### src/rtl/core/sctq_pkg.sv
// shared types, constants and helper functions of the scaled clock event timer queue
package sctq_pkg;

    // sizes of the event queue and tag store
    localparam int QUEUE_DEPTH = 16;
    localparam int TAG_BITS    = 16;
    localparam int CNT_W       = $clog2(QUEUE_DEPTH + 1);

    // command queue between front and back
    localparam int FIFO_DEPTH  = 2;
    localparam int FIFO_PTR_W  = $clog2(FIFO_DEPTH);
    localparam int FIFO_CNT_W  = $clog2(FIFO_DEPTH + 1);

    // field widths
    localparam int TIME_W      = 48;
    localparam int DELTA_W     = 24;
    localparam int SCALE_W     = 16;
    localparam int TAG_W       = 16;
    localparam int PROD_W      = DELTA_W + SCALE_W;
    localparam int STEP_W      = PROD_W - 8;
    localparam int CFG_IDX_W   = 2;
    localparam int CFG_DATA_W  = 24;

    // command codes
    localparam logic [1:0] OP_ADVANCE    = 2'd0;
    localparam logic [1:0] OP_POST_AT    = 2'd1;
    localparam logic [1:0] OP_POST_AFTER = 2'd2;
    localparam logic [1:0] OP_SET_TIME   = 2'd3;

    // configuration register indexes
    localparam logic [CFG_IDX_W-1:0] REG_PAUSED     = 2'd0;
    localparam logic [CFG_IDX_W-1:0] REG_MAX_DELTA  = 2'd1;
    localparam logic [CFG_IDX_W-1:0] REG_TIME_SCALE = 2'd2;

    // configuration reset values
    localparam logic [DELTA_W-1:0] MAX_DELTA_RST  = 24'd1092;
    localparam logic [SCALE_W-1:0] TIME_SCALE_RST = 16'd256;

    // input word
    typedef struct packed {
        logic [1:0]         opcode;
        logic [DELTA_W-1:0] delta_time;
        logic [TIME_W-1:0]  time_value;
        logic [TAG_W-1:0]   event_tag;
    } cmd_t;

    // result word
    typedef struct packed {
        logic              event_fired;
        logic [TAG_W-1:0]  fired_tag;
        logic [TIME_W-1:0] elapsed_now;
        logic [TIME_W-1:0] applied_delta;
        logic              status;
        logic              last;
    } res_t;

    // classified command held in the command queue
    typedef struct packed {
        logic [1:0]          opcode;
        logic [DELTA_W-1:0]  delta;
        logic [TIME_W-1:0]   time_value;
        logic [TAG_BITS-1:0] tag;
    } entry_t;

    // event queue controls from the back end
    typedef struct packed {
        logic ins;
        logic pop;
    } evq_ctrl_t;

    // event queue status seen by the back end
    typedef struct packed {
        logic [CNT_W-1:0]    count;
        logic                full;
        logic [TIME_W-1:0]   head_time;
        logic [TAG_BITS-1:0] head_tag;
        logic [TIME_W-1:0]   next_time;
    } evq_view_t;

    // saturating 48-bit add
    function automatic logic [TIME_W-1:0] sat_add48(input logic [TIME_W-1:0] a,
                                                    input logic [TIME_W-1:0] b);
        logic [TIME_W:0] s;
        s = {1'b0, a} + {1'b0, b};
        return s[TIME_W] ? {TIME_W{1'b1}} : s[TIME_W-1:0];
    endfunction

    // tag as stored in the queue
    function automatic logic [TAG_BITS-1:0] tag_store(input logic [TAG_W-1:0] t);
        logic [TAG_BITS+TAG_W-1:0] w;
        w = {{TAG_BITS{1'b0}}, t};
        return w[TAG_BITS-1:0];
    endfunction

    // stored tag as reported
    function automatic logic [TAG_W-1:0] tag_out(input logic [TAG_BITS-1:0] t);
        logic [TAG_BITS+TAG_W-1:0] w;
        w = {{TAG_W{1'b0}}, t};
        return w[TAG_W-1:0];
    endfunction

endpackage

### src/rtl/core/sctq_fifo.sv
// short command queue between front and back end
module sctq_fifo import sctq_pkg::*; (
    input  logic   aclk,
    input  logic   aresetn,
    input  logic   push,
    input  entry_t push_data,
    input  logic   pop,
    output entry_t head,
    output logic   empty,
    output logic   full
);

    entry_t                mem [FIFO_DEPTH];
    logic [FIFO_PTR_W-1:0] wr_ptr_reg, wr_ptr_next;
    logic [FIFO_PTR_W-1:0] rd_ptr_reg, rd_ptr_next;
    logic [FIFO_CNT_W-1:0] cnt_reg, cnt_next;

    assign empty = (cnt_reg == '0);
    assign full  = (cnt_reg == FIFO_CNT_W'(FIFO_DEPTH));
    assign head  = mem[rd_ptr_reg];

    // pointer and fill update
    always_comb begin
        wr_ptr_next = wr_ptr_reg;
        rd_ptr_next = rd_ptr_reg;
        cnt_next    = cnt_reg;
        if (push) begin
            wr_ptr_next = wr_ptr_reg + 1'b1;
        end
        if (pop) begin
            rd_ptr_next = rd_ptr_reg + 1'b1;
        end
        if (push && !pop) begin
            cnt_next = cnt_reg + 1'b1;
        end else if (pop && !push) begin
            cnt_next = cnt_reg - 1'b1;
        end
    end

    always_ff @(posedge aclk) begin
        if (!aresetn) begin
            wr_ptr_reg <= '0;
            rd_ptr_reg <= '0;
            cnt_reg    <= '0;
        end else begin
            wr_ptr_reg <= wr_ptr_next;
            rd_ptr_reg <= rd_ptr_next;
            cnt_reg    <= cnt_next;
        end
    end

    // storage
    always_ff @(posedge aclk) begin
        if (push) begin
            mem[wr_ptr_reg] <= push_data;
        end
    end

endmodule

### config.mk
export PLATFORM = sky130hd
export DESIGN_NAME = sctq_fifo
export DESIGN_NICKNAME = d
export VERILOG_FILES = /design/src/rtl/core/sctq_pkg.sv /design/src/rtl/core/sctq_fifo.sv
export SDC_FILE = /design/constraint.sdc
export NUM_CORES = 1
export LEC_CHECK = 0
export BUFFER_PORTS_ARGS = -buffer_cell sky130_fd_sc_hd__buf_2
export CAP_MARGIN = 20
export CORE_MARGIN = 4
export CORE_UTILIZATION = 52
export DETAILED_ROUTE_END_ITERATION = 6
export PLACE_DENSITY = 0.82
export SYNTH_ARGS = -nofsm -noshare
export SYNTH_HDL_FRONTEND = slang
export SYNTH_SLANG_ARGS = --single-unit
### constraint.sdc
create_clock -name aclk -period 8.5 [get_ports aclk]
set_clock_uncertainty 0.2 [all_clocks]
set_input_delay 2.125 -clock aclk [delete_from_list [all_inputs] [get_ports aclk]]
set_output_delay 2.125 -clock aclk [all_outputs]
set_load 0.03 [all_outputs]
# Word level (Yosys, flattened, before mapping)
# Memory sizes are Yosys's and may differ from the RTL's. A register that Yosys moved wholly into a read port is not among the register bits.
# Cells that the tools add are included.
[totals]
regBits = 4
latch_bits = 0
ramBits = 180
romBits = 0
inputBits = 94
output_inout_bits = 92
wordCells = 21
mem_count = 1
[classes]
addsub = 4
multipliers = 0
div_mod_pow = 0
n_lt_le_gt_ge = 0
eq_ne = 1
shifts = 0
mux = 6
n_bitwise = 0
n_reduce_logical = 6
[mem_list]
columns = ["name", "words", "width", "rd", "rd_ports_with_merged_regs", "wr", "line", "rtl"]
rows = [
  ["mem", 2, 90, 1, 1, 1, "sctq_fifo.sv:13", "entry_t mem [FIFO_DEPTH];"],
]
[op_table]
columns = ["op", "n"]
rows = [
  ["$mux W1", 4],
  ["$mux W2", 2],
  ["$add A1 B1 Y1 const B", 2],
  ["$add A2 B1 Y2 const B", 1],
  ["$eq A2 B2 Y1 const B", 1],
  ["$logic_and A1 B1 Y1", 2],
  ["$logic_not A1 Y1", 2],
  ["$logic_not A2 Y1", 1],
  ["$reduce_bool A2 Y1", 1],
  ["$sub A2 B1 Y2 const B", 1],
]

# Longest topological paths before layout
[logic_depth]
depth_word = 4
ltp_mapped = 5
mapped_depth_nobuf = 5

# Worst setup path before layout
# Ideal clock, no wire load.
[synth_timing]
path_kind = "input to register"
startpoint = "input push"
endpoint = "memory mem[0][0] in the netlist's numbering (enable)"
t_arrival_ps = 6081
slack_ps = 1668
stages = 1
path_buffers = 0
cell_sequence = "nor2b_1"
[synth_via]
elab_chain_len = 2
[synth_lines]
columns = ["item", "line", "rtl"]
rows = [
  ["start, declared", "sctq_fifo.sv:5", "input logic push,"],
  ["$mux W1", "sctq_fifo.sv:54", "if (push) begin"],
  ["$mux W1 (not written as such)", "sctq_fifo.sv:55", "mem[wr_ptr_reg] <= push_data;"],
  ["end, declared", "sctq_fifo.sv:13", ""],
]
# No other way between the ends.

==> impl_metrics.env <==
export IMPL_overflow=0
export IMPL_yosysTopAreaCellShare_pct=80.1
export IMPL_rsz0062_at_grt="no"
export IMPL_leakage_nw=3.18
export IMPL_grt_pass1_wl_mm=18.2
export IMPL_tightest_slew_ps=786
export IMPL_final_cell_mix="185 x buf_2, 180 x edfxtp_1, 90 x mux2_2"
export IMPL_start_util_pct=53.2
export IMPL_clkPwrFrac_pct=36.5
export IMPL_setup_violations_final=0
export IMPL_synth_cell_types=17
export IMPL_cp_max_fo=47
export IMPL_clk_pin_slew_worst_paths_ps=60
export IMPL_synth_cells=302
export IMPL_die_h_um=122
export IMPL_postSynthAreaPerCell_um2=22.3
export IMPL_ant_nets=0
export IMPL_critPathTopFamily="flip-flops"
export IMPL_finalSetupTns_ps=0
export IMPL_setup_ws_ps=4110
export IMPL_fill_cells=864
export IMPL_crit_path_end="head[21]"
export IMPL_first_iter_violations=147
export IMPL_cts_tree="done"
export IMPL_instances_no_fill=686
export IMPL_grt_pass1_vias=3579
export IMPL_fmax_mhz=228
export IMPL_htreeDepth=4
export IMPL_antenna_found_initial=1
export IMPL_ys_warnings_count=0
export IMPL_synth_seq_cells=185
export IMPL_layout_drive_gt1_share_pct=60.7
export IMPL_powerDensity_mw_per_mm2=249
export IMPL_core_mm2=0.0127
export IMPL_route_detailed_drc=0
export IMPL_r2r_setup_slack_ps=6100
export IMPL_firstDrtPassIters=4
export IMPL_worstSetupEndpointType="primary output"
export IMPL_power_mw=2.11
export IMPL_pre_cts_slack_ps=4110
export IMPL_cpMaxStageDelayCell="dfxtp_4"
export IMPL_layout_nets=596
export IMPL_vdd_drop_max_uv=267
export IMPL_grt_usage_pct=16.6
export IMPL_place_area_mm2=0.00789
export IMPL_largest_register_ffs=180
export IMPL_portBuffers=185
export IMPL_critical_path_max_stage_delay_ps=730
export IMPL_ios=186
export IMPL_numCtsBuffers=17
export IMPL_path_cells="buf_16 > mux2_2 > buf_2"
export IMPL_postCtsSetupBuffers=0
export IMPL_antenna_cells=0
export IMPL_synth_area_leaders="edfxtp_1 80%, mux2_2 15%, buf_6 1.5%, dfxtp_1 1.5%, and2_1 0.37%"
export IMPL_worstSetupStartpointType="flop"
export IMPL_gp_congestion=0.742
export IMPL_clk_latency_ps=410
export IMPL_power_switching_uw=498
export IMPL_hp_class="reg -> reg"
export IMPL_crit_arrival_ps=2060
export IMPL_maxSlewHeadroom_pct=47.5
export IMPL_cts_root_buf="clkbuf_16"
export IMPL_post_cts_resized=0
export IMPL_r2r_end="mem[0][71]$_DFFE_PP_"
export IMPL_fin_area_mm2=0.00848
export IMPL_viasPerCell=4.95
export IMPL_yosysSeqAreaShare_pct=81.6
export IMPL_grt_max_degree=57
export IMPL_cp_depth=3
export IMPL_p_int_mw=1.61
export IMPL_crit_buf_inv=2
export IMPL_rows=41
export IMPL_syn_cell_area_mm2=0.00675
export IMPL_routed_wl_mm=12.0
export IMPL_syn_nets=397
export IMPL_seq_power_share_pct=50.8
export IMPL_holdBufCountCts=0
export IMPL_vias=3398
export IMPL_hold_viol=0
export IMPL_crit_required_ps=6180
export IMPL_wl_per_cell_um=17.5
export IMPL_fin_crit_sh_pct=51.6
export IMPL_syn_to_final_growth_pct=25.6
export IMPL_slew_violations=0
export IMPL_dpl_cell_count=654
export IMPL_p_sw_share_pct=23.6
export IMPL_utilization_pct=66.9
export IMPL_final_common_cell="buf_2"
export IMPL_status="finished clean"
export IMPL_path_class="reg -> out"
export IMPL_reg2reg_depth=3
export IMPL_period_needed_ps=4390
export IMPL_drv_cap=0
export IMPL_die_area_mm2=0.0149
export IMPL_r2r_start="wr_ptr_reg$_SDFFE_PN0P_"
export IMPL_die_w_um=122
export IMPL_synth_top_area_cell="edfxtp_1"
export IMPL_clkSinkCount=185
export IMPL_clk_path_buf_depth=2
export IMPL_holdWs_ps=304
export IMPL_combPwrFrac_pct=12.7
export IMPL_place_hpwl_mm=8.12
-- synth_stat cells --
cell type  instances
mux2_2            90
xor2_1             2
dfxtp_1            5
inv_1              1
and2b_2            1
o21ai_0            1
or3_1              1
edfxtp_1         180
nor2b_1            2
nor2_1             1
buf_4              1
o21a_1             1
and2_1             4
a21boi_1           1
buf_6              9
ha_1               1
xnor2_1            1
-- layout make-up --
type | instances | area (um^2) | share of cell area [%]
clock buffers | 19 | 433 | 5.11
clock inverters | 13 | 154 | 1.82
inverters | 1 | 3.75 | 0.0443
multi-input cells | 106 | 1140 | 13.4
flip-flops and latches | 185 | 5510 | 65.0
well taps | 172 | 215 | 2.54
repair buffers | 190 | 1020 | 12.1
-- worst min-delay path by stage --
stage	depth (start not counted)	end	slack, ps	from
5_1_grt	2	cnt_reg[1]$_SDFFE_PN0P_	350	cnt_reg[1]$_SDFFE_PN0P_
2_1_floorplan	2	cnt_reg[1]$_SDFFE_PN0P_	270	cnt_reg[1]$_SDFFE_PN0P_
3_3_place_gp	2	cnt_reg[1]$_SDFFE_PN0P_	280	cnt_reg[1]$_SDFFE_PN0P_
6_report	2	cnt_reg[1]$_SDFFE_PN0P_	300	cnt_reg[1]$_SDFFE_PN0P_
4_1_cts	2	cnt_reg[1]$_SDFFE_PN0P_	310	cnt_reg[1]$_SDFFE_PN0P_
3_5_place_dp	2	cnt_reg[1]$_SDFFE_PN0P_	300	cnt_reg[1]$_SDFFE_PN0P_
-- cells by family after synthesis --
family                   count (synthesis)  synth area share [%]
flip-flops                             185                  81.6
buffers and inverters                   11                  1.67
AO/OA/AOI/OAI                            3                 0.297
multiplexers                            90                  15.0
adder cells (fa/ha/maj)                  1                 0.185
XOR/XNOR                                 3                 0.390
AND/OR/NAND/NOR                          9                 0.835
-- layer usage --
layer | part of all wire [%] | vias to the layer above | wire length (um) | track usage, %
met4 | 1.3 | 2 | 153 | 6.09
met1 | 39 | 1665 | 4620 | 19.2
met5 | 0.15 | - | 18 | 0
met3 | 7.8 | 13 | 939 | 6.27
li1 | - | 1592 | - | -
met2 | 52 | 126 | 6250 | 28.3
-- worst register-to-register path: stages (launching register included) --
cell,delay (ps)
dfxtp_1,340
nor2b_4,630
buf_16,250
buf_4,570
-- power groups by stage --
stage / clock, mW / sequential [mW] / combinational, mW
after floorplan: 0 / 1.09 / 0.194
after global placement: 0 / 1.10 / 0.252
after detailed placement: 0 / 1.09 / 0.271
after CTS: 0.788 / 1.07 / 0.272
after global routing: 0.832 / 1.08 / 0.284
final: 0.771 / 1.07 / 0.268
Note: power is estimated with default switching activity, not from simulation.
