[config.mk]
export PLATFORM = sky130hd
export DESIGN_NAME = sctq_evq
export DESIGN_NICKNAME = d
export VERILOG_FILES = /design/src/rtl/core/sctq_pkg.sv /design/src/rtl/core/sctq_evq.sv
export SDC_FILE = /design/constraint.sdc
export NUM_CORES = 2
export LEC_CHECK = 0
export BUFFER_PORTS_ARGS = -buffer_cell sky130_fd_sc_hd__buf_2
export CAP_MARGIN = 20
export CELL_PAD_IN_SITES_DETAIL_PLACEMENT = 0
export CELL_PAD_IN_SITES_GLOBAL_PLACEMENT = 1
export CORE_MARGIN = 5
export CORE_UTILIZATION = 30
export CTS_CLUSTER_DIAMETER = 50
export CTS_CLUSTER_SIZE = 30
export DETAILED_ROUTE_END_ITERATION = 10
export PLACE_DENSITY = 0.51
export SLEW_MARGIN = 20
export SYNTH_ARGS = -nofsm -noshare
export SYNTH_HDL_FRONTEND = slang
export SYNTH_SLANG_ARGS = --single-unit
[constraint.sdc]
create_clock -name aclk -period 15.6 [get_ports aclk]
set_clock_uncertainty 0.1 [all_clocks]
set_input_delay 3.9 -clock aclk [delete_from_list [all_inputs] [get_ports aclk]]
set_output_delay 3.9 -clock aclk [all_outputs]
set_load 0.01 [all_outputs]
[src/rtl/core/sctq_pkg.sv]
// shared types, constants and helper functions of the scaled clock event timer queue
package sctq_pkg;

    // sizes of the event queue and tag store
    localparam int QUEUE_DEPTH = 16;
    localparam int TAG_BITS    = 16;
    localparam int CNT_W       = $clog2(QUEUE_DEPTH + 1);

    // command queue between front and back
    localparam int FIFO_DEPTH  = 2;
    localparam int FIFO_PTR_W  = $clog2(FIFO_DEPTH);
    localparam int FIFO_CNT_W  = $clog2(FIFO_DEPTH + 1);

    // field widths
    localparam int TIME_W      = 48;
    localparam int DELTA_W     = 24;
    localparam int SCALE_W     = 16;
    localparam int TAG_W       = 16;
    localparam int PROD_W      = DELTA_W + SCALE_W;
    localparam int STEP_W      = PROD_W - 8;
    localparam int CFG_IDX_W   = 2;
    localparam int CFG_DATA_W  = 24;

    // command codes
    localparam logic [1:0] OP_ADVANCE    = 2'd0;
    localparam logic [1:0] OP_POST_AT    = 2'd1;
    localparam logic [1:0] OP_POST_AFTER = 2'd2;
    localparam logic [1:0] OP_SET_TIME   = 2'd3;

    // configuration register indexes
    localparam logic [CFG_IDX_W-1:0] REG_PAUSED     = 2'd0;
    localparam logic [CFG_IDX_W-1:0] REG_MAX_DELTA  = 2'd1;
    localparam logic [CFG_IDX_W-1:0] REG_TIME_SCALE = 2'd2;

    // configuration reset values
    localparam logic [DELTA_W-1:0] MAX_DELTA_RST  = 24'd1092;
    localparam logic [SCALE_W-1:0] TIME_SCALE_RST = 16'd256;

    // input word
    typedef struct packed {
        logic [1:0]         opcode;
        logic [DELTA_W-1:0] delta_time;
        logic [TIME_W-1:0]  time_value;
        logic [TAG_W-1:0]   event_tag;
    } cmd_t;

    // result word
    typedef struct packed {
        logic              event_fired;
        logic [TAG_W-1:0]  fired_tag;
        logic [TIME_W-1:0] elapsed_now;
        logic [TIME_W-1:0] applied_delta;
        logic              status;
        logic              last;
    } res_t;

    // classified command held in the command queue
    typedef struct packed {
        logic [1:0]          opcode;
        logic [DELTA_W-1:0]  delta;
        logic [TIME_W-1:0]   time_value;
        logic [TAG_BITS-1:0] tag;
    } entry_t;

    // event queue controls from the back end
    typedef struct packed {
        logic ins;
        logic pop;
    } evq_ctrl_t;

    // event queue status seen by the back end
    typedef struct packed {
        logic [CNT_W-1:0]    count;
        logic                full;
        logic [TIME_W-1:0]   head_time;
        logic [TAG_BITS-1:0] head_tag;
        logic [TIME_W-1:0]   next_time;
    } evq_view_t;

    // saturating 48-bit add
    function automatic logic [TIME_W-1:0] sat_add48(input logic [TIME_W-1:0] a,
                                                    input logic [TIME_W-1:0] b);
        logic [TIME_W:0] s;
        s = {1'b0, a} + {1'b0, b};
        return s[TIME_W] ? {TIME_W{1'b1}} : s[TIME_W-1:0];
    endfunction

    // tag as stored in the queue
    function automatic logic [TAG_BITS-1:0] tag_store(input logic [TAG_W-1:0] t);
        logic [TAG_BITS+TAG_W-1:0] w;
        w = {{TAG_BITS{1'b0}}, t};
        return w[TAG_BITS-1:0];
    endfunction

    // stored tag as reported
    function automatic logic [TAG_W-1:0] tag_out(input logic [TAG_BITS-1:0] t);
        logic [TAG_BITS+TAG_W-1:0] w;
        w = {{TAG_W{1'b0}}, t};
        return w[TAG_W-1:0];
    endfunction

endpackage

[src/rtl/core/sctq_evq.sv]
// sorted event queue: a row of cells with parallel insert and shift-down pop
module sctq_evq import sctq_pkg::*; (
    input  logic                aclk,
    input  logic                aresetn,
    input  evq_ctrl_t           ctrl,
    input  logic [TIME_W-1:0]   ins_time,
    input  logic [TAG_BITS-1:0] ins_tag,
    output evq_view_t           view
);

    logic [TIME_W-1:0]      time_reg [QUEUE_DEPTH];
    logic [TIME_W-1:0]      time_next [QUEUE_DEPTH];
    logic [TAG_BITS-1:0]    tag_reg [QUEUE_DEPTH];
    logic [TAG_BITS-1:0]    tag_next [QUEUE_DEPTH];
    logic [CNT_W-1:0]       count_reg, count_next;
    logic [QUEUE_DEPTH-1:0] later;

    // each live cell flags a time strictly later than the new event
    always_comb begin
        for (int i = 0; i < QUEUE_DEPTH; i++) begin
            later[i] = (CNT_W'(i) < count_reg) && (time_reg[i] > ins_time);
        end
    end

    // insert shifts the later cells up one; pop shifts all cells down one
    always_comb begin
        for (int i = 0; i < QUEUE_DEPTH; i++) begin
            time_next[i] = time_reg[i];
            tag_next[i]  = tag_reg[i];
        end
        count_next = count_reg;
        priority if (ctrl.ins) begin
            if (later[0] || count_reg == '0) begin
                time_next[0] = ins_time;
                tag_next[0]  = ins_tag;
            end
            for (int i = 1; i < QUEUE_DEPTH; i++) begin
                if (later[i-1]) begin
                    time_next[i] = time_reg[i-1];
                    tag_next[i]  = tag_reg[i-1];
                end else if (later[i] || CNT_W'(i) == count_reg) begin
                    time_next[i] = ins_time;
                    tag_next[i]  = ins_tag;
                end
            end
            count_next = count_reg + 1'b1;
        end else if (ctrl.pop) begin
            for (int i = 0; i < QUEUE_DEPTH - 1; i++) begin
                time_next[i] = time_reg[i+1];
                tag_next[i]  = tag_reg[i+1];
            end
            count_next = count_reg - 1'b1;
        end
    end

    always_ff @(posedge aclk) begin
        if (!aresetn) begin
            count_reg <= '0;
        end else begin
            count_reg <= count_next;
        end
    end

    // cell payload
    always_ff @(posedge aclk) begin
        for (int i = 0; i < QUEUE_DEPTH; i++) begin
            time_reg[i] <= time_next[i];
            tag_reg[i]  <= tag_next[i];
        end
    end

    // head and runner-up for the back end
    always_comb begin
        view.count     = count_reg;
        view.full      = (count_reg == CNT_W'(QUEUE_DEPTH));
        view.head_time = time_reg[0];
        view.head_tag  = tag_reg[0];
        view.next_time = time_reg[1];
    end

endmodule

# Yosys cells after proc, flatten, opt, wreduce, memory -nomap -nowiden
# Memories as Yosys holds them, arrays and structs flattened.
# Index checks and enable logic that the tools add are counted.
[op_classes]
add_sub_neg = 2
eq_ne = 16
n_reduce_logical = 34
order_cmp = 32
mux = 70
[ops]
columns = ["op", "count"]
rows = [
  ["$mux W48", 32],
  ["$mux W720", 2],
  ["$gt A48 B48 Y1", 16],
  ["$mux W16", 32],
  ["$mux W240", 2],
  ["$eq A4 B5 Y1 const A", 8],
  ["$lt A4 B5 Y1 const A", 8],
  ["$eq A3 B5 Y1 const A", 4],
  ["$lt A3 B5 Y1 const A", 4],
  ["$logic_and A1 B1 Y1", 16],
  ["$logic_or A1 B1 Y1", 16],
  ["$eq A2 B5 Y1 const A", 2],
  ["$lt A1 B5 Y1 const A", 2],
  ["$lt A2 B5 Y1 const A", 2],
  ["$mux W5", 2],
  ["$add A5 B1 Y5 const B", 1],
  ["$eq A1 B5 Y1 const A", 1],
  ["$eq A5 B5 Y1 const B", 1],
  ["$logic_not A5 Y1", 1],
  ["$sub A5 B1 Y5 const B", 1],
  ["$reduce_bool A2 Y1", 1],
]
[totals]
output_inout_bits = 118
wordCells = 157
memories = 2
ramBits = 1024
ff_bits = 5
[mem_list]
columns = ["memory", "words", "word_bits", "rd", "rd_ports_with_merged_regs", "wr", "line_no", "rtl"]
rows = [
  ["time_reg", 16, 48, 16, 0, 16, "sctq_evq.sv:11", "logic [TIME_W-1:0] time_reg [QUEUE_DEPTH];"],
  ["tag_reg", 16, 16, 16, 0, 16, "sctq_evq.sv:13", "logic [TAG_BITS-1:0] tag_reg [QUEUE_DEPTH];"],
]

# Longest topological paths before layout
[logic_depth]
word_depth = 6
ltp_mapped = 12
ltp_nobuf = 9

# Least setup slack after synthesis
# No wires, ideal clock.
[synth_timing]
kind = "input to register"
start = "in ins_time[46]"
end = "mem tag_reg[5][0] (netlist: tag_reg[0][80]), enable pin"
n_path_buf = 1
required_time_ps = 14976
path_slack_ps = 5448
t_arrival_ps = 9528
setup_ps = 524
stages = 9
cell_sequence = "inv_1 -> ha_1 -> nand4_1 -> or4_4 -> nor4_4 -> a211oi_2 -> clkbuf_1 -> o21a_1 -> a31oi_1"
[synth_rtl]
columns = ["item", "line_no", "rtl"]
rows = [
  ["start, declared", "sctq_evq.sv:6", "input logic [TIME_W-1:0] ins_time,"],
  ["end, declared", "sctq_evq.sv:13", ""],
]

==> impl_metrics.json <==
{
  "status": "finished, final reports clean",
  "synth_top_cell_area_share_pct": 43.3,
  "fill_cells": 23800,
  "period_share_pct": 60.8,
  "drt_iter0_drc": 7834,
  "worst_slack_ns": 6.11,
  "fmax_mhz": 105,
  "routed_via_density": 6.29,
  "yosys.area.top_type": "edfxtp_1",
  "leakage_uw": 0.0308,
  "period_minus_slack_ns": 9.49,
  "synth-edff-count": 1024,
  "synth_area_leaders": "edfxtp_1, ha_1, a221o_1, a221oi_1, nand2_1",
  "cts_tree": "built",
  "tightest_slew_ns": 1.20,
  "dieArea_sq_um": 246000,
  "drv_cap": 0,
  "first_global_vias": 62400,
  "ys.flop_type": "edfxtp_1",
  "slew_headroom_pct": 19.2,
  "critical_path_class": "in -> reg",
  "hold_buffers": 0,
  "grt_pass1_wl_um": 500000,
  "largest_register_ffs": 768,
  "cpMostUsedCell": "buf_4",
  "cts_buffer_depth": 3,
  "worstPathCellList": "buf_2 > inv_1 > ha_1 > nand4_1 > nor3_1 > buf_4 > nand4_1 > buf_4 > nand2_4 > o21a_1 > a31oi_4 > buf_4",
  "area_growth_pct": 14.6,
  "cp.buffers_inverters": 5,
  "gp_congestion": 0.916,
  "dp_hpwl_um": 243000,
  "dieWidth_um": 496,
  "yosysWarnings": 0,
  "drt_wl_total_um": 360000,
  "num_io_pins": 186,
  "tns_ns": 0,
  "grt_max_degree": 180,
  "clk_latency_ns": 0.87,
  "crit_family": "buffers and inverters",
  "drive_gt1_share_pct": 11.7,
  "htreeDepth": 4,
  "initial_core_util_pct": 30.2,
  "vdd_drop_max_mv": 0.128,
  "die_h_um": 496,
  "synthDistinctLibCells": 66,
  "ant_nets": 0,
  "required_ns": 15.96,
  "clkTransAtPathRegs_ns": 0.06,
  "cts_resized": 0,
  "port_buffers": 185,
  "root_buffer": "clkbuf_16",
  "endpoint_kind": "flip-flop",
  "post_cts_buffers": 0,
  "syn_avg_cell_area_sq_um": 10.0,
  "critPathMaxStageDelay_ns": 0.97,
  "pwr_density_cell_nw_per_um2": 142,
  "numCtsBuffers": 183,
  "final-setup-viol-count": 0,
  "vias": 64800,
  "route.detailed.drc": 0,
  "hold_violations": 0,
  "seq_area_frac_synth_pct": 43.5,
  "crit_path_max_fanout": 42,
  "post-place-ws_ns": 5.44,
  "synth_nets": 7938,
  "ys_async_sr_fraction_pct": 0,
  "cp.arrival_ns": 9.85,
  "rsz0062_at_grt": "no",
  "synth_area_sq_um": 71000,
  "nNetsFinal": 7823,
  "syn_inst": 7097,
  "row_count": 178,
  "startpoint_type": "input pin",
  "drv_slew": 0,
  "hold_class": "reg -> reg",
  "drt_pass1_iterations": 10,
  "track_usage_pct": 28.2,
  "clock_sinks": 1029,
  "grt_overflow": 0,
  "wl_per_cell_um": 35.0,
  "slowest_stage": "buf_4",
  "synth_seq_cells": 1029,
  "core_area_sq_um": 235000,
  "antenna_found_initial": 32
}
-- final timing paths --
kind	start	to	slack, ns	cells past startpoint
worst min register to register	tag_reg[0][27]	tag_reg[0][11]	0.45	1
worst max register to register	time_reg[1][181]	time_reg[1][208]	9.09	10
worst max-delay path	ins_time[46]	time_reg[1][208]	6.11	12
worst min-delay path	tag_reg[0][27]	tag_reg[0][11]	0.45	1
-- metal layers --
layer | up-vias | global-route usage [%] | wire length, um
met5 | - | 0 | 74
met1 | 33000 | 39.1 | 157000
met3 | 686 | 4.86 | 28500
met2 | 3348 | 43.9 | 159000
li1 | 27700 | - | -
met4 | 12 | 10.7 | 15400
-- metrics by stage --
step | utilization, % | hold slack (ns) | instances | power (uW) | area (sq um)
4_1_cts | 34.6 | 0.460 | 10300 | 11600 | 81300
6_report | 34.6 | 0.453 | 10300 | 11600 | 81400
3_5_place_dp | 31.8 | 0.443 | 9946 | 7260 | 74900
5_1_grt | 34.6 | 0.475 | 10300 | 12000 | 81400
2_1_floorplan | - | 0.422 | 7097 | 5810 | 71000
3_3_place_gp | 31.8 | 0.442 | 9941 | 7230 | 74900
-- Yosys cell counts, types with 4 or more instances --
cell type	count
a2111o_1	10
a2111oi_0	68
a211o_1	4
a211oi_1	17
a21o_1	146
a21oi_1	444
a221o_1	343
a221oi_1	348
a22oi_1	8
a31oi_1	121
a41oi_1	7
and2_1	23
and3_1	6
and4_1	30
buf_1	73
buf_2	41
buf_4	117
buf_6	8
clkbuf_1	440
dfxtp_1	5
edfxtp_1	1024
ha_1	773
inv_1	275
mux2_2	63
nand2_1	672
nand2b_1	6
nand3_1	143
nand4_1	216
nor2_1	604
nor2b_1	19
nor3_1	402
nor3b_1	6
nor4_1	29
o211a_1	65
o211ai_1	34
o21a_1	20
o21ai_0	199
o21ai_1	30
o221ai_1	72
o31a_1	69
or2_2	8
or3_1	4
or4_1	70
-- where the power goes --
| part | switching [uW] | leakage, uW | internal [uW] |
|---|---|---|---|
| sequential | 500 | 0.00995 | 3680 |
| combinational | 2240 | 0.0178 | 885 |
| clock | 1690 | 0.00308 | 2590 |
| total | 4430 | 0.0308 | 7160 |
-- cells by family (layout without fill, tap and decap cells) --
family	count (synthesis)	after routing	synth area share, %
mux	64	64	1.01
simple gates	2250	2250	14.7
flops	1029	1029	43.5
other cells	0	8	0
compound gates	2024	2024	21.4
buf+inv	954	996	5.82
fa+ha+maj	773	773	13.6
xor+xnor	3	3	0.0370
-- cell usage in the layout, fill, tap and decap left out, drive strengths merged, types with 143 or more instances in the layout --
cell       n
edfxtp  1024
o21ai    229
buf      378
a221oi   348
nand3    143
a21o     146
nand4    216
nor2     604
nand2    672
clkbuf   203
inv      303
ha       773
a221o    343
nor3     402
a21oi    444
-- cell type report --
type / count / area (sq um) / share of cell area, %
antenna: 8 / 20.0 / 0.0246
sequential: 1029 / 30800 / 37.9
inverter: 275 / 1040 / 1.28
tap: 3150 / 3940 / 4.84
clock inverter: 140 / 1660 / 2.04
clock buffer: 202 / 4730 / 5.82
multi-input combinational: 5114 / 36700 / 45.1
timing repair buffer: 379 / 2460 / 3.02
No activity file was read; power rests on OpenSTA's default activity.
