[config.mk]
export PLATFORM = sky130hd
export DESIGN_NAME = sctq_back
export DESIGN_NICKNAME = d
export VERILOG_FILES = /design/src/rtl/core/sctq_pkg.sv /design/src/rtl/core/sctq_back.sv
export SDC_FILE = /design/constraint.sdc
export NUM_CORES = 2
export LEC_CHECK = 0
export BUFFER_PORTS_ARGS = -buffer_cell sky130_fd_sc_hd__buf_2
export CORE_MARGIN = 2
export CORE_UTILIZATION = 34
export DETAILED_ROUTE_END_ITERATION = 8
export PLACE_DENSITY = 0.5
export SYNTH_ARGS = -nofsm -noshare
export SYNTH_HDL_FRONTEND = slang
export SYNTH_SLANG_ARGS = --single-unit
[constraint.sdc]
create_clock -name aclk -period 14.1 [get_ports aclk]
set_clock_uncertainty 0.05 [all_clocks]
set_input_delay 1.41 -clock aclk [delete_from_list [all_inputs] [get_ports aclk]]
set_output_delay 1.41 -clock aclk [all_outputs]
set_load 0.02 [all_outputs]
[src/rtl/core/sctq_pkg.sv]
// shared types, constants and helper functions of the scaled clock event timer queue
package sctq_pkg;

    // sizes of the event queue and tag store
    localparam int QUEUE_DEPTH = 16;
    localparam int TAG_BITS    = 16;
    localparam int CNT_W       = $clog2(QUEUE_DEPTH + 1);

    // command queue between front and back
    localparam int FIFO_DEPTH  = 2;
    localparam int FIFO_PTR_W  = $clog2(FIFO_DEPTH);
    localparam int FIFO_CNT_W  = $clog2(FIFO_DEPTH + 1);

    // field widths
    localparam int TIME_W      = 48;
    localparam int DELTA_W     = 24;
    localparam int SCALE_W     = 16;
    localparam int TAG_W       = 16;
    localparam int PROD_W      = DELTA_W + SCALE_W;
    localparam int STEP_W      = PROD_W - 8;
    localparam int CFG_IDX_W   = 2;
    localparam int CFG_DATA_W  = 24;

    // command codes
    localparam logic [1:0] OP_ADVANCE    = 2'd0;
    localparam logic [1:0] OP_POST_AT    = 2'd1;
    localparam logic [1:0] OP_POST_AFTER = 2'd2;
    localparam logic [1:0] OP_SET_TIME   = 2'd3;

    // configuration register indexes
    localparam logic [CFG_IDX_W-1:0] REG_PAUSED     = 2'd0;
    localparam logic [CFG_IDX_W-1:0] REG_MAX_DELTA  = 2'd1;
    localparam logic [CFG_IDX_W-1:0] REG_TIME_SCALE = 2'd2;

    // configuration reset values
    localparam logic [DELTA_W-1:0] MAX_DELTA_RST  = 24'd1092;
    localparam logic [SCALE_W-1:0] TIME_SCALE_RST = 16'd256;

    // input word
    typedef struct packed {
        logic [1:0]         opcode;
        logic [DELTA_W-1:0] delta_time;
        logic [TIME_W-1:0]  time_value;
        logic [TAG_W-1:0]   event_tag;
    } cmd_t;

    // result word
    typedef struct packed {
        logic              event_fired;
        logic [TAG_W-1:0]  fired_tag;
        logic [TIME_W-1:0] elapsed_now;
        logic [TIME_W-1:0] applied_delta;
        logic              status;
        logic              last;
    } res_t;

    // classified command held in the command queue
    typedef struct packed {
        logic [1:0]          opcode;
        logic [DELTA_W-1:0]  delta;
        logic [TIME_W-1:0]   time_value;
        logic [TAG_BITS-1:0] tag;
    } entry_t;

    // event queue controls from the back end
    typedef struct packed {
        logic ins;
        logic pop;
    } evq_ctrl_t;

    // event queue status seen by the back end
    typedef struct packed {
        logic [CNT_W-1:0]    count;
        logic                full;
        logic [TIME_W-1:0]   head_time;
        logic [TAG_BITS-1:0] head_tag;
        logic [TIME_W-1:0]   next_time;
    } evq_view_t;

    // saturating 48-bit add
    function automatic logic [TIME_W-1:0] sat_add48(input logic [TIME_W-1:0] a,
                                                    input logic [TIME_W-1:0] b);
        logic [TIME_W:0] s;
        s = {1'b0, a} + {1'b0, b};
        return s[TIME_W] ? {TIME_W{1'b1}} : s[TIME_W-1:0];
    endfunction

    // tag as stored in the queue
    function automatic logic [TAG_BITS-1:0] tag_store(input logic [TAG_W-1:0] t);
        logic [TAG_BITS+TAG_W-1:0] w;
        w = {{TAG_BITS{1'b0}}, t};
        return w[TAG_BITS-1:0];
    endfunction

    // stored tag as reported
    function automatic logic [TAG_W-1:0] tag_out(input logic [TAG_BITS-1:0] t);
        logic [TAG_BITS+TAG_W-1:0] w;
        w = {{TAG_W{1'b0}}, t};
        return w[TAG_W-1:0];
    endfunction

endpackage

[src/rtl/core/sctq_back.sv]
// back end: clock update, event firing and posting, result register
module sctq_back import sctq_pkg::*; (
    input  logic                aclk,
    input  logic                aresetn,
    input  entry_t              fifo_head,
    input  logic                fifo_empty,
    output logic                fifo_pop,
    input  logic [SCALE_W-1:0]  time_scale,
    input  evq_view_t           view,
    output evq_ctrl_t           evq_ctrl,
    output logic [TIME_W-1:0]   ins_time,
    output logic [TAG_BITS-1:0] ins_tag,
    output logic                m_valid,
    input  logic                m_ready,
    output res_t                m_data
);

    localparam logic [2:0] ST_IDLE = 3'd0;
    localparam logic [2:0] ST_MUL  = 3'd1;
    localparam logic [2:0] ST_ADD  = 3'd2;
    localparam logic [2:0] ST_FIRE = 3'd3;
    localparam logic [2:0] ST_TIME = 3'd4;
    localparam logic [2:0] ST_INS  = 3'd5;
    localparam logic [2:0] ST_SET  = 3'd6;

    logic [2:0]        state_reg, state_next;
    entry_t            cmd_reg, cmd_next;
    logic [PROD_W-1:0] prod_reg, prod_next;
    logic [TIME_W-1:0] t_reg, t_next;
    logic [TIME_W-1:0] elapsed_reg, elapsed_next;
    logic [STEP_W-1:0] last_delta_reg, last_delta_next;
    logic              m_valid_reg, m_valid_next;
    res_t              m_data_reg, m_data_next;
    logic              out_free;
    logic              head_due;
    logic              next_due;
    logic [STEP_W-1:0] step;

    assign out_free = !m_valid_reg || m_ready;
    assign head_due = (view.count != '0) && (view.head_time <= elapsed_reg);
    assign next_due = (view.count > CNT_W'(1)) && (view.next_time <= elapsed_reg);
    assign step     = prod_reg[PROD_W-1:8];
    assign ins_time = t_reg;
    assign ins_tag  = cmd_reg.tag;

    // command sequencer
    always_comb begin
        state_next      = state_reg;
        cmd_next        = cmd_reg;
        prod_next       = prod_reg;
        t_next          = t_reg;
        elapsed_next    = elapsed_reg;
        last_delta_next = last_delta_reg;
        m_valid_next    = m_valid_reg && !m_ready;
        m_data_next     = m_data_reg;
        fifo_pop        = 1'b0;
        evq_ctrl        = '0;

        unique case (state_reg)
            // take the next command
            ST_IDLE: begin
                if (!fifo_empty) begin
                    fifo_pop = 1'b1;
                    cmd_next = fifo_head;
                    unique case (fifo_head.opcode)
                        OP_ADVANCE:  state_next = ST_MUL;
                        OP_SET_TIME: state_next = ST_SET;
                        default:     state_next = ST_TIME;
                    endcase
                end
            end
            // scale the clamped delta
            ST_MUL: begin
                prod_next  = PROD_W'(cmd_reg.delta) * PROD_W'(time_scale);
                state_next = ST_ADD;
            end
            // add the scaled step to the clock
            ST_ADD: begin
                last_delta_next = step;
                elapsed_next    = sat_add48(elapsed_reg, TIME_W'(step));
                state_next      = ST_FIRE;
            end
            // fire due events one per cycle while the output register is free, or report none due
            ST_FIRE: begin
                if (out_free) begin
                    m_valid_next              = 1'b1;
                    m_data_next.elapsed_now   = elapsed_reg;
                    m_data_next.applied_delta = TIME_W'(last_delta_reg);
                    m_data_next.status        = 1'b0;
                    if (head_due) begin
                        evq_ctrl.pop            = 1'b1;
                        m_data_next.event_fired = 1'b1;
                        m_data_next.fired_tag   = tag_out(view.head_tag);
                        m_data_next.last        = !next_due;
                        if (!next_due) begin
                            state_next = ST_IDLE;
                        end
                    end else begin
                        m_data_next.event_fired = 1'b0;
                        m_data_next.fired_tag   = '0;
                        m_data_next.last        = 1'b1;
                        state_next              = ST_IDLE;
                    end
                end
            end
            // work out the fire time of a post
            ST_TIME: begin
                t_next     = (cmd_reg.opcode == OP_POST_AFTER) ?
                             sat_add48(elapsed_reg, cmd_reg.time_value) :
                             cmd_reg.time_value;
                state_next = ST_INS;
            end
            // insert the event, or drop it when the queue is full
            ST_INS: begin
                if (out_free) begin
                    evq_ctrl.ins              = !view.full;
                    m_valid_next              = 1'b1;
                    m_data_next.event_fired   = 1'b0;
                    m_data_next.fired_tag     = '0;
                    m_data_next.elapsed_now   = elapsed_reg;
                    m_data_next.applied_delta = TIME_W'(last_delta_reg);
                    m_data_next.status        = view.full;
                    m_data_next.last          = 1'b1;
                    state_next                = ST_IDLE;
                end
            end
            // load a new clock value
            ST_SET: begin
                if (out_free) begin
                    elapsed_next              = cmd_reg.time_value;
                    m_valid_next              = 1'b1;
                    m_data_next.event_fired   = 1'b0;
                    m_data_next.fired_tag     = '0;
                    m_data_next.elapsed_now   = cmd_reg.time_value;
                    m_data_next.applied_delta = TIME_W'(last_delta_reg);
                    m_data_next.status        = 1'b0;
                    m_data_next.last          = 1'b1;
                    state_next                = ST_IDLE;
                end
            end
            default: begin
                state_next = ST_IDLE;
            end
        endcase
    end

    always_ff @(posedge aclk) begin
        if (!aresetn) begin
            state_reg      <= ST_IDLE;
            elapsed_reg    <= '0;
            last_delta_reg <= '0;
            m_valid_reg    <= 1'b0;
        end else begin
            state_reg      <= state_next;
            elapsed_reg    <= elapsed_next;
            last_delta_reg <= last_delta_next;
            m_valid_reg    <= m_valid_next;
        end
    end

    // working payload
    always_ff @(posedge aclk) begin
        cmd_reg    <= cmd_next;
        prod_reg   <= prod_next;
        t_reg      <= t_next;
        m_data_reg <= m_data_next;
    end

    assign m_valid = m_valid_reg;
    assign m_data  = m_data_reg;

endmodule

# Word-level counts from Yosys, hierarchy flattened
# Cells that the tools add are included.
# word_totals
word_cells	83
register_bits	377
inputBits	228
# op_classes
n_eq_ne	14
mux	27
bitwise	1
n_reduce_logical	19
add_sub_neg	2
n_lt_le_gt_ge	3
mul	1
# op_table
op	n
$mux 115	3
$pmux 115 s3	1
$mux 48	4
$le 48x48->1	2
$pmux 48 s2	1
$add 48x32->49	1
$add 48x48->49	1
$mul 24x16->40	1
$pmux 3 s6	1
$mux 17	1
$mux 3	5
$mux 1	10
$eq 3x3->1 const B	3
$ne 2x2->1 const B	4
$reduce_and 4->1	2
$eq 3x2->1 const B	2
$pmux 3 s2	1
$gt 5x1->1 const B	1
$reduce_bool 5->1	1
$eq 2x2->1 const B	2
$logic_not 1->1	4
$reduce_and 2->1	2
$eq 3x1->1 const B	1
$logic_and 1x1->1	3
10 further kinds	10

# Depth between registers and ports, before layout
# logic_depth
depth_word	6
ltp_mapped	25

# Least setup slack after synthesis
# Ideal clock, no wire load.
# synth_path
path_type	input-to-output
startpoint	input port fifo_empty
endpoint	output port fifo_pop
setup_slack_ns	2.204
t_required_ns	12.640
path_buffers	0
t_arrival_ns	10.436
stages	1
cell_sequence	nor4_1
# synth_via
elab_chain_len	2
# synth_rtl
element	line	rtl
start, declared	sctq_back.sv:6	input logic fifo_empty,
$mux 1	sctq_back.sv:62	if (!fifo_empty) begin
$mux 1	sctq_back.sv:59	unique case (state_reg)
end, declared	sctq_back.sv:7	output logic fifo_pop,
# No other way between the ends.

# Worst setup path in the final report
# layout_path
startpoint	input port time_scale[1]
endpoint	register prod_reg[34] (data pin)
# layout_via
elab_chain_len	1
# layout_rtl
element	line	rtl
start, declared	sctq_back.sv:8	input logic [SCALE_W-1:0] time_scale,
$mul 24x16->40	sctq_back.sv:74	prod_next = PROD_W'(cmd_reg.delta) * PROD_W'(time_scale);
end signal, assigned	sctq_back.sv:164	prod_reg <= prod_next;
end, declared	sctq_back.sv:28	logic [PROD_W-1:0] prod_reg, prod_next;
# No other way between the ends.
# A chain may end at the register's enable or synchronous reset.

==> results by group <==
Floorplan
  • IO Pins: 411
  • Die span in y: 310 um
  • Row count: 112
  • Core area: 0.0929 mm2
  • Starting Density: 34.2%
  • Die Area: 0.0958 mm2
  • Die X: 310 um

Timing
  • FMAX: 0.134 GHz
  • Slew @ Worst Pin: 1.06 ns
  • Tmin final: 7.46 ns
  • Setup TNS: 0 ns
  • RSZ-0062 raised after global routing: false
  • Slew Limit Headroom: 29.1%
  • Fin crit share: 52.9%
  • Final setup viols: 0
  • Fin. Hold Viols: 0
  • Pins Over Slew Limit: 0

Worst setup path
  • Crit start category: input port
  • Slowest stage cell, crit path: fa_1
  • Largest fanout on the critical path: 24
  • CP delay by family, top: adder cells
  • Critical path class: in2reg
  • Worst path buffer plus inverter count: 6
  • Worst Setup End Kind: register
  • Worst EP required: 14.43 ns
  • Most used cell, CP: fa_1
  • Crit path cell chain: buf_2, nand2_1, fa_1, inv_1, fa_1, inv_1, fa_1, inv_1, fa_1, fa_1, inv_1, fa_1, inv_1, ha_1, a21oi_1, nand3_1, a21oi_1, o21ai_0, o211ai_2, o21ai_1, a2111oi_4, o21ba_2, o21ai_1, xor2_1
  • Arr. time, crit path: 7.78 ns
  • Slowest Stage Delay on Critical Path: 0.56 ns

Finish
  • Max reg flops: 99
  • Nets: 4414
  • Share of layout cells above drive strength 1: 14.5%
  • P&R area growth vs syn: 14.7%

Drt
  • Final ANT Viol Nets: 0
  • Vias per inst: 4.99
  • DRT Pass-1 Iters: 5
  • Starting DRT DRC Count: 1517
  • DRC: 0
  • Routed length per instance: 20.7 um
  • DR vias: 24378
  • DRT Wirelength: 101 mm

Logic synthesis
  • Cell taking the most area after synthesis: edfxtp_1
  • Synth Instances: 3283
  • Most used DFF post-synth: edfxtp_1
  • Async set-reset flop share out of synthesis: 0%
  • Yosys cell types: 85
  • Largest cells by area after synthesis: edfxtp_1 (25%), fa_1 (19%), ha_1 (11%), nand2_1 (5.4%), dfxtp_1 (5.3%)
  • Mapped Area: 0.0317 mm2
  • Register area share after synthesis: 30.7%
  • Top cell type's share of synthesized area: 25.4%
  • Number of synthesized flops with an enable pin: 269
  • FF+latch count, synth: 353
  • Yosys warnings: 0
  • Syn avg cell area: 9.67 um2

Clock tree
  • Clock root buffer: clkbuf_16
  • Postcts setup bufs: 0
  • Post_cts resized: 0
  • # H-tree levels: 2
  • Clk pin slew, worst setup/hold paths: 0.06 ns
  • Cts hold-fix bufs: 0
  • CTS buffer count: 46
  • CTS Buffer Depth: 3
  • Clock latency on the worst-skew pair: 0.65 ns
  • CTS tree: yes
  • Sinks on the clock net: 353

Global routing
  • Initial antenna violation count: 1
  • Vias in the first global route: 24614
  • Largest net degree at the start of global routing: 86
  • Remaining global-route overflow: 0
  • First-pass GRT wire length: 151 mm
  • GRT Overall Usage: 20.9%

Status
  • Status: completed

Job
  • Max-cap viol count: 0

Placed design
  • Port bufs: 394
  • DP HPWL: 77.4 mm
  • RD Place Congestion: 0.904

Min path
  • Worst Hold Class: reg2reg
-- cell families after synthesis --
group / synth area share (%)
flops: 30.7
buf+inv: 7.46
xor+xnor: 2.84
mux: 0.0946
simple gates: 14.4
compound gates: 13.9
fa+ha+maj: 30.6
other cells: 0.0118
-- layer usage --
metal | up-vias | global-route usage [%] | wire, um
met1 | 11886 | 27.5 | 44600
met4 | 2 | 6.82 | 3090
met3 | 123 | 3.44 | 6250
met5 | - | 0 | 13
met2 | 706 | 34.8 | 47200
li1 | 11661 | - | -
-- cell usage in the layout, fill, tap and decap left out, types with 18 or more instances in the layout --
| cell | n |
|---|---|
| ha_1 | 285 |
| and2_1 | 167 |
| edfxtp_1 | 269 |
| buf_2 | 394 |
| nor2_1 | 112 |
| fa_1 | 307 |
| nand2_1 | 453 |
| a21boi_0 | 48 |
| and3_1 | 34 |
| nor3_1 | 23 |
| xor2_1 | 43 |
| clkbuf_16 | 46 |
| o211ai_1 | 42 |
| o21ai_0 | 125 |
| nor2b_1 | 20 |
| nand4_1 | 39 |
| a21oi_1 | 193 |
| or3_1 | 28 |
| buf_4 | 22 |
| dfxtp_1 | 84 |
| nand3_1 | 31 |
| inv_1 | 427 |
| xnor2_1 | 60 |
| a21o_1 | 109 |
| o21bai_1 | 18 |
-- path summary, 6_finish.rpt --
kind	start	slack, ns	cells after the start	to
max	time_scale[1]	6.64	24	prod_reg[34]
min	last_delta_reg[19]	0.35	0	m_data[21]
max reg2reg	cmd_reg[77]	6.91	23	prod_reg[34]
min reg2reg	last_delta_reg[19]	0.35	0	m_data[21]
-- stage by stage --
step                      worst slack, ns  hold WS, ns  std cells  utilization (%)  instance area (um2)
after CTS                            6.68        0.345       4886             39.2                36400
after global routing                 6.29        0.378       4886             39.2                36400
final                                6.64        0.349       4887             39.2                36400
after global placement               6.02        0.359       4800             37.5                34800
after detailed placement             5.97        0.371       4800             37.5                34800
after floorplan                      2.20        0.358       3298                -                31800
-- area by class of cell --
class,instances,area [um2]
Fill cell,9386,56500
Multi-Input combinational cell,2349,19700
Clock inverter,34,434
Sequential cell,353,9760
Inverter,428,1610
Antenna cell,1,2.50
Clock buffer,52,1170
Timing Repair Buffer,416,2140
Tap cell,1254,1570
-- cells in the mapped netlist, drive strengths merged (16+ instances only) --
cell      n
nor2    115
xor2     43
o21a     16
dfxtp    84
fa      307
o211ai   43
edfxtp  269
and3     34
nand2   455
or3      28
nor2b    21
nor3     24
a21oi   194
nand3    31
o21bai   18
a21o    109
buf      48
xnor2    60
clkbuf  120
nand4    39
ha      285
and2    170
o21ai   135
inv     428
a21boi   49
Power is left out: the tool's default activity adds up to more than one toggle a clock period on the data nets, which glitch-free logic cannot reach.
